**src/sv/opm_pkg.sv**
```systemverilog
// Shared types, constants and trigonometry tables for the obstacle point mapper.
package opm_pkg;

  localparam int unsigned SLOT_W      = 10;
  localparam int unsigned CNT_W       = 11;
  localparam int unsigned COORD_W     = 16;
  localparam int unsigned ANG_W       = 9;
  localparam int unsigned DIST_W      = 15;
  localparam int unsigned PROD_W      = 32;
  localparam int unsigned ENTRY_W     = 2 * COORD_W;
  localparam int unsigned IN_TDATA_W  = 80;
  localparam int unsigned OUT_TDATA_W = 56;

  localparam logic [CNT_W-1:0] RESET_RING_SIZE = 11'd1024;

  // Request kinds carried on in_tuser.
  localparam logic OP_ADD  = 1'b0;
  localparam logic OP_READ = 1'b1;

  typedef enum logic [2:0] {
    ST_IDLE,
    ST_HEAD,
    ST_LOOK,
    ST_MUL,
    ST_ADD_DONE,
    ST_RD_DONE
  } opm_state_t;

  // Stage enables from the sequencer to the trig datapath.
  typedef struct packed {
    logic head_en;
    logic look_en;
    logic mul_en;
  } opm_trig_ctl_t;

  typedef logic [90:0][15:0] opm_sine_tbl_t;

  localparam logic [63:0] PI_Q61          = 64'h6487_ED51_10B4_611A;
  localparam logic [63:0] RAD_PER_DEG_Q61 = PI_Q61 / 64'd180;

  // Denominators (2n)(2n+1) of the sine series, term n at index n.
  localparam logic [12:1][9:0] TAYLOR_DIV = {
    10'd600, 10'd506, 10'd420, 10'd342, 10'd272, 10'd210,
    10'd156, 10'd110, 10'd72,  10'd42,  10'd20,  10'd6
  };

  // Product of two Q3.61 values, kept in Q3.61.
  function automatic logic [63:0] mul_q61(input logic [63:0] a, input logic [63:0] b);
    logic [127:0] p;
    p = {64'd0, a} * {64'd0, b};
    return p[124:61];
  endfunction

  // Rounded sine magnitude in Q1.15 for 0 to 90 degrees, used at elaboration only.
  function automatic logic [15:0] sine_mag(input int unsigned deg);
    logic [63:0] x;
    logic [63:0] x2;
    logic [63:0] term;
    logic [63:0] sum;
    x    = RAD_PER_DEG_Q61 * 64'(deg);
    x2   = mul_q61(x, x);
    term = x;
    sum  = x;
    for (int n = 1; n <= 12; n++) begin
      term = mul_q61(term, x2) / 64'(TAYLOR_DIV[n]);
      if (n[0]) begin
        sum = sum - term;
      end else begin
        sum = sum + term;
      end
    end
    return 16'((sum + (64'd1 << 45)) >> 46);
  endfunction

  function automatic opm_sine_tbl_t build_sine_tbl();
    opm_sine_tbl_t tbl;
    for (int d = 0; d <= 90; d++) begin
      tbl[d] = sine_mag(d);
    end
    return tbl;
  endfunction

  localparam opm_sine_tbl_t SINE_MAG = build_sine_tbl();

  // Sum of two angles reduced to 0..359.
  function automatic logic [ANG_W-1:0] reduce_heading(input logic [ANG_W-1:0] va,
                                                      input logic [ANG_W-1:0] sa);
    logic [ANG_W:0] s;
    s = {1'b0, va} + {1'b0, sa};
    if (s >= 10'd720) begin
      s = s - 10'd720;
    end else if (s >= 10'd360) begin
      s = s - 10'd360;
    end
    return s[ANG_W-1:0];
  endfunction

  // Q1.15 sine of a heading in 0..359, folded onto the quarter-wave table.
  function automatic logic signed [15:0] sin_q15(input logic [ANG_W-1:0] h);
    logic [1:0]        q;
    logic [ANG_W-1:0]  r;
    logic [6:0]        idx;
    logic [16:0]       mag;
    logic signed [15:0] res;
    if (h < 9'd90) begin
      q = 2'd0;
      r = h;
    end else if (h < 9'd180) begin
      q = 2'd1;
      r = h - 9'd90;
    end else if (h < 9'd270) begin
      q = 2'd2;
      r = h - 9'd180;
    end else begin
      q = 2'd3;
      r = h - 9'd270;
    end
    idx = q[0] ? 7'(9'd90 - r) : 7'(r);
    mag = {1'b0, SINE_MAG[idx]};
    if (q[1]) begin
      res = 16'(-$signed(mag));
    end else begin
      res = (mag > 17'd32767) ? 16'sd32767 : 16'(mag);
    end
    return res;
  endfunction

  function automatic logic signed [15:0] cos_q15(input logic [ANG_W-1:0] h);
    logic [ANG_W:0] h2;
    h2 = {1'b0, h} + 10'd90;
    if (h2 >= 10'd360) begin
      h2 = h2 - 10'd360;
    end
    return sin_q15(h2[ANG_W-1:0]);
  endfunction

endpackage

```
**src/sv/opm_trig.sv**
```systemverilog
// Heading reduction, sine and cosine lookup and range products, one stage per step.
module opm_trig (
  input  logic                                clk,
  input  opm_pkg::opm_trig_ctl_t              ctl,
  input  logic [opm_pkg::ANG_W-1:0]           vehicle_angle,
  input  logic [opm_pkg::ANG_W-1:0]           sensor_angle,
  input  logic [opm_pkg::DIST_W-1:0]          distance,
  output logic signed [opm_pkg::PROD_W-1:0]   prod_x,
  output logic signed [opm_pkg::PROD_W-1:0]   prod_y
);

  logic [opm_pkg::ANG_W-1:0]         heading_r;
  logic signed [opm_pkg::COORD_W-1:0] cos_r;
  logic signed [opm_pkg::COORD_W-1:0] sin_r;
  logic signed [opm_pkg::PROD_W-1:0]  prod_x_r;
  logic signed [opm_pkg::PROD_W-1:0]  prod_y_r;
  logic signed [opm_pkg::COORD_W-1:0] dist_s;

  assign dist_s = $signed({1'b0, distance});

  always_ff @(posedge clk) begin
    if (ctl.head_en) begin
      heading_r <= opm_pkg::reduce_heading(vehicle_angle, sensor_angle);
    end
    if (ctl.look_en) begin
      cos_r <= opm_pkg::cos_q15(heading_r);
      sin_r <= opm_pkg::sin_q15(heading_r);
    end
    if (ctl.mul_en) begin
      prod_x_r <= opm_pkg::PROD_W'(dist_s) * opm_pkg::PROD_W'(cos_r);
      prod_y_r <= opm_pkg::PROD_W'(dist_s) * opm_pkg::PROD_W'(sin_r);
    end
  end

  assign prod_x = prod_x_r;
  assign prod_y = prod_y_r;

endmodule

```
**config.mk**
```make
export PLATFORM = sky130hd
export DESIGN_NAME = opm_trig
export DESIGN_NICKNAME = d
export VERILOG_FILES = /design/src/sv/opm_pkg.sv /design/src/sv/opm_trig.sv
export SDC_FILE = /design/constraint.sdc
export NUM_CORES = 2
export LEC_CHECK = 0
export BUFFER_PORTS_ARGS = -buffer_cell sky130_fd_sc_hd__buf_2
export CAP_MARGIN = 30
export CELL_PAD_IN_SITES_DETAIL_PLACEMENT = 1
export CELL_PAD_IN_SITES_GLOBAL_PLACEMENT = 1
export CORE_MARGIN = 8
export CORE_UTILIZATION = 45
export CTS_CLUSTER_SIZE = 25
export DETAILED_ROUTE_END_ITERATION = 6
export HOLD_SLACK_MARGIN = 0.03
export PLACE_DENSITY_LB_ADDON = 0.1
export SYNTH_ARGS = -nofsm -noshare
export SYNTH_HDL_FRONTEND = slang
export SYNTH_SLANG_ARGS = --single-unit
```
**constraint.sdc**
```tcl
create_clock -name clk -period 7.9 [get_ports clk]
set_input_delay 0.395 -clock clk [delete_from_list [all_inputs] [get_ports clk]]
set_output_delay 0.395 -clock clk [all_outputs]
set_load 0.03 [all_outputs]
```
==> flow_summary.toml <==
[floorplanning]
coreArea_um2 = 58600
dieArea_um2 = 66800
start_util = 0.452
io_pins = 101
rows = 89
dieWidth_um = 258
die_h_um = 258

[clocking]
cts_max_level = 3
clock_tree.buffer_depth = 2
root_buffer = "clkbuf_16"
numCtsBuffers = 9
cts_tree = "done"
numClockSinks = 105
clk_pin_slew_worst_paths_ns = 0.09
clk_latency_ns = 0.41

[layout]
mostFrequentLayoutCells = "483 x inv_1, 410 x nand2_1, 361 x fa_1"
antenna-diode-count = 0
fillers = 7065
synthToLayoutAreaGrowth_pct = 8.39
final_nets = 3873
final_common_cell = "inv_1"
drive_gt1_frac = 0.100

[synthesis]
yosysWarnings = 0
synth_seq_cells = 105
synthesis.nets = 3798
synthFlopType = "edfxtp_1"
synth_cells = 3124
synth_area_um2 = 26400
synth_area_per_cell_um2 = 8.47
ys_seq_area_frac = 0.119
synthArstFlopShare = 0
synth-edff-count = 105
ys_types = 105

[routing]
routed_via_density = 5.73
first_pass_iters = 5
routed_wl_um = 83300
num_vias = 22800
routedWlPerCell_um = 20.9
drt.antenna.violating_nets = 0
drc = 0
drt_iter0_markers = 1099

[timing]
maxSlewViolCount = 0
slew_headroom = 0.289
hold_viol_final = 0
setup_slack_ns = 0.283
tightest_slew_ns = 1.06
finalClockSkew_ns = 0.0169
fin_crit_sh = 0.964
post-route-min-period_ns = 7.62
setup_viol = 0
max_freq_mhz = 131
grt_setup_unrepaired = "true"

[setup_path]
critPathRequiredTime_ns = 8.06
worst_setup_path_start_kind = "flip-flop"
startpoint = "cos_r[5]"
arrival_ns = 7.78
critPathKind = "reg -> reg"
cp-end-kind = "flip-flop"
r2r_start = "cos_r[5]"
crit_fanout = 8

[status]
status = "finished, final reports clean"

[job]
maxCapViolCount = 0

[worst_hold_path]
min_from = "sensor_angle[0]"
hold_class = "in -> reg"

[placement]
dp_hpwl_um = 66800
dp_slack_ns = -0.249
gp_congestion = 0.893
io_buffers = 100

[global_routing]
grt_pass1_wl_um = 136000
grt_max_degree = 65
antenna_found_initial = 0
grt_pass1_vias = 25200
gr-total-overflow = 0
gr-usage-all-layers = 0.251
-- per-layer routing --
| metal | up-vias | routed length [µm] | global-route usage |
|---|---|---|---|
| met3 | 142 | 2760 | 0.0201 |
| met4 | 0 | 2580 | 0.0920 |
| met2 | 479 | 42800 | 0.454 |
| met1 | 11700 | 35200 | 0.311 |
| met5 | - | 0 | 0 |
| li1 | 10500 | - | - |
-- cell type report --
type	count	area, µm²	share of cell area
clock buffers	10	229	0.00799
clock inverters	6	50.0	0.00175
inverters	488	1830	0.0639
multi-input cells	2352	20800	0.726
flip-flops and latches	105	3150	0.110
well taps	773	967	0.0337
repair buffers	243	1610	0.0562
-- worst paths after layout --
kind                            depth (start not counted)           end  slack [ns]
worst max-delay path                                   25    prod_x[31]        0.28
worst min-delay path                                    2  heading_r[0]        0.34
worst max register to register                         25    prod_x[31]        0.28
worst min register to register                          2     prod_x[1]        0.92
-- cell usage after synthesis, types with 9 or more instances --
library cell	count	share of area
clkbuf_1	143	0.020
o21ai_0	113	0.021
a311oi_1	9	0.0030
a211o_1	11	0.0036
xor2_1	23	0.0076
nor3_1	48	0.0091
o221ai_1	16	0.0053
nor2_1	154	0.022
a211oi_1	18	0.0051
edfxtp_1	105	0.12
a21o_1	16	0.0045
ha_1	276	0.13
fa_1	361	0.27
o211ai_1	32	0.0091
nand3_1	49	0.0093
buf_2	20	0.0038
nor2b_1	14	0.0033
mux2i_1	14	0.0053
nand2b_1	35	0.0083
inv_1	483	0.069
a221oi_1	12	0.0040
o21a_1	25	0.0071
o31a_1	9	0.0030
a21oi_1	152	0.029
and3_1	10	0.0024
buf_1	9	0.0013
a31oi_1	25	0.0059
a22oi_1	23	0.0065
o311ai_0	9	0.0030
nand2_1	410	0.058
o31ai_1	15	0.0043
xnor2_1	83	0.027
o21bai_1	17	0.0048
and2_1	193	0.046
o22ai_1	19	0.0045
-- through the flow --
| step | instance area (µm²) | TNS (ns) | instances | util | hold WS (ns) |
|---|---|---|---|---|---|
| 3_3_place_gp | 28300 | -0.0342 | 3958 | 0.483 | 0.748 |
| 5_1_grt | 28700 | -0.0383 | 3977 | 0.489 | 0.338 |
| 2_1_floorplan | 26400 | 0 | 3124 | - | 0.507 |
| 6_report | 28700 | 0 | 3977 | 0.489 | 0.336 |
| 4_1_cts | 28600 | 0 | 3975 | 0.488 | 0.316 |
| 3_5_place_dp | 28300 | -0.273 | 3958 | 0.483 | 0.756 |
-- repair_timing --
| item | 4_1_cts | 5_1_grt |
|---|---|---|
| endpoints found under the setup margin | 1 | 4 |
| endpoints found under the hold margin | 0 | 0 |
| hold buffers | 0 | 0 |
| buffers inserted | 1 | 2 |
| resized for setup | 1 | 8 |
-- cell families after synthesis --
family                   after synthesis  share of synthesized area
flip-flops                           105                      0.119
multiplexers                          24                     0.0104
AO/OA/AOI/OAI                        610                      0.156
adder cells (fa/ha/maj)              640                      0.405
XOR/XNOR                             109                     0.0369
AND/OR/NAND/NOR                      969                      0.175
buffers and inverters                667                     0.0970
-- flip-flops by register name, summed over array words and instances, names as in the netlist --
| name | cells |
|---|---|
| heading_r | 9 |
| sin_r | 16 |
| prod_y | 32 |
| cos_r | 16 |
| prod_x | 32 |
-- worst max-delay path: stages (launching register included) --
cell       delay [ns]
edfxtp_1         0.55
buf_4            0.24
nand2_1          0.09
fa_1             0.54
inv_1            0.06
fa_1             0.54
inv_1            0.06
fa_1             0.47
fa_1             0.49
inv_1            0.05
fa_1             0.51
fa_1             0.50
ha_1             0.35
nor2b_1          0.16
or3_1            0.39
a2111oi_4        0.35
buf_4            0.18
o31ai_1          0.11
o41ai_1          0.28
buf_4            0.19
o2111ai_1        0.18
o311a_1          0.35
o21a_1           0.19
o21a_1           0.19
o41ai_2          0.24
xnor2_1          0.11
Power is left out: the tool's default activity adds up to more than one toggle a clock period on the data nets, which glitch-free logic cannot reach.
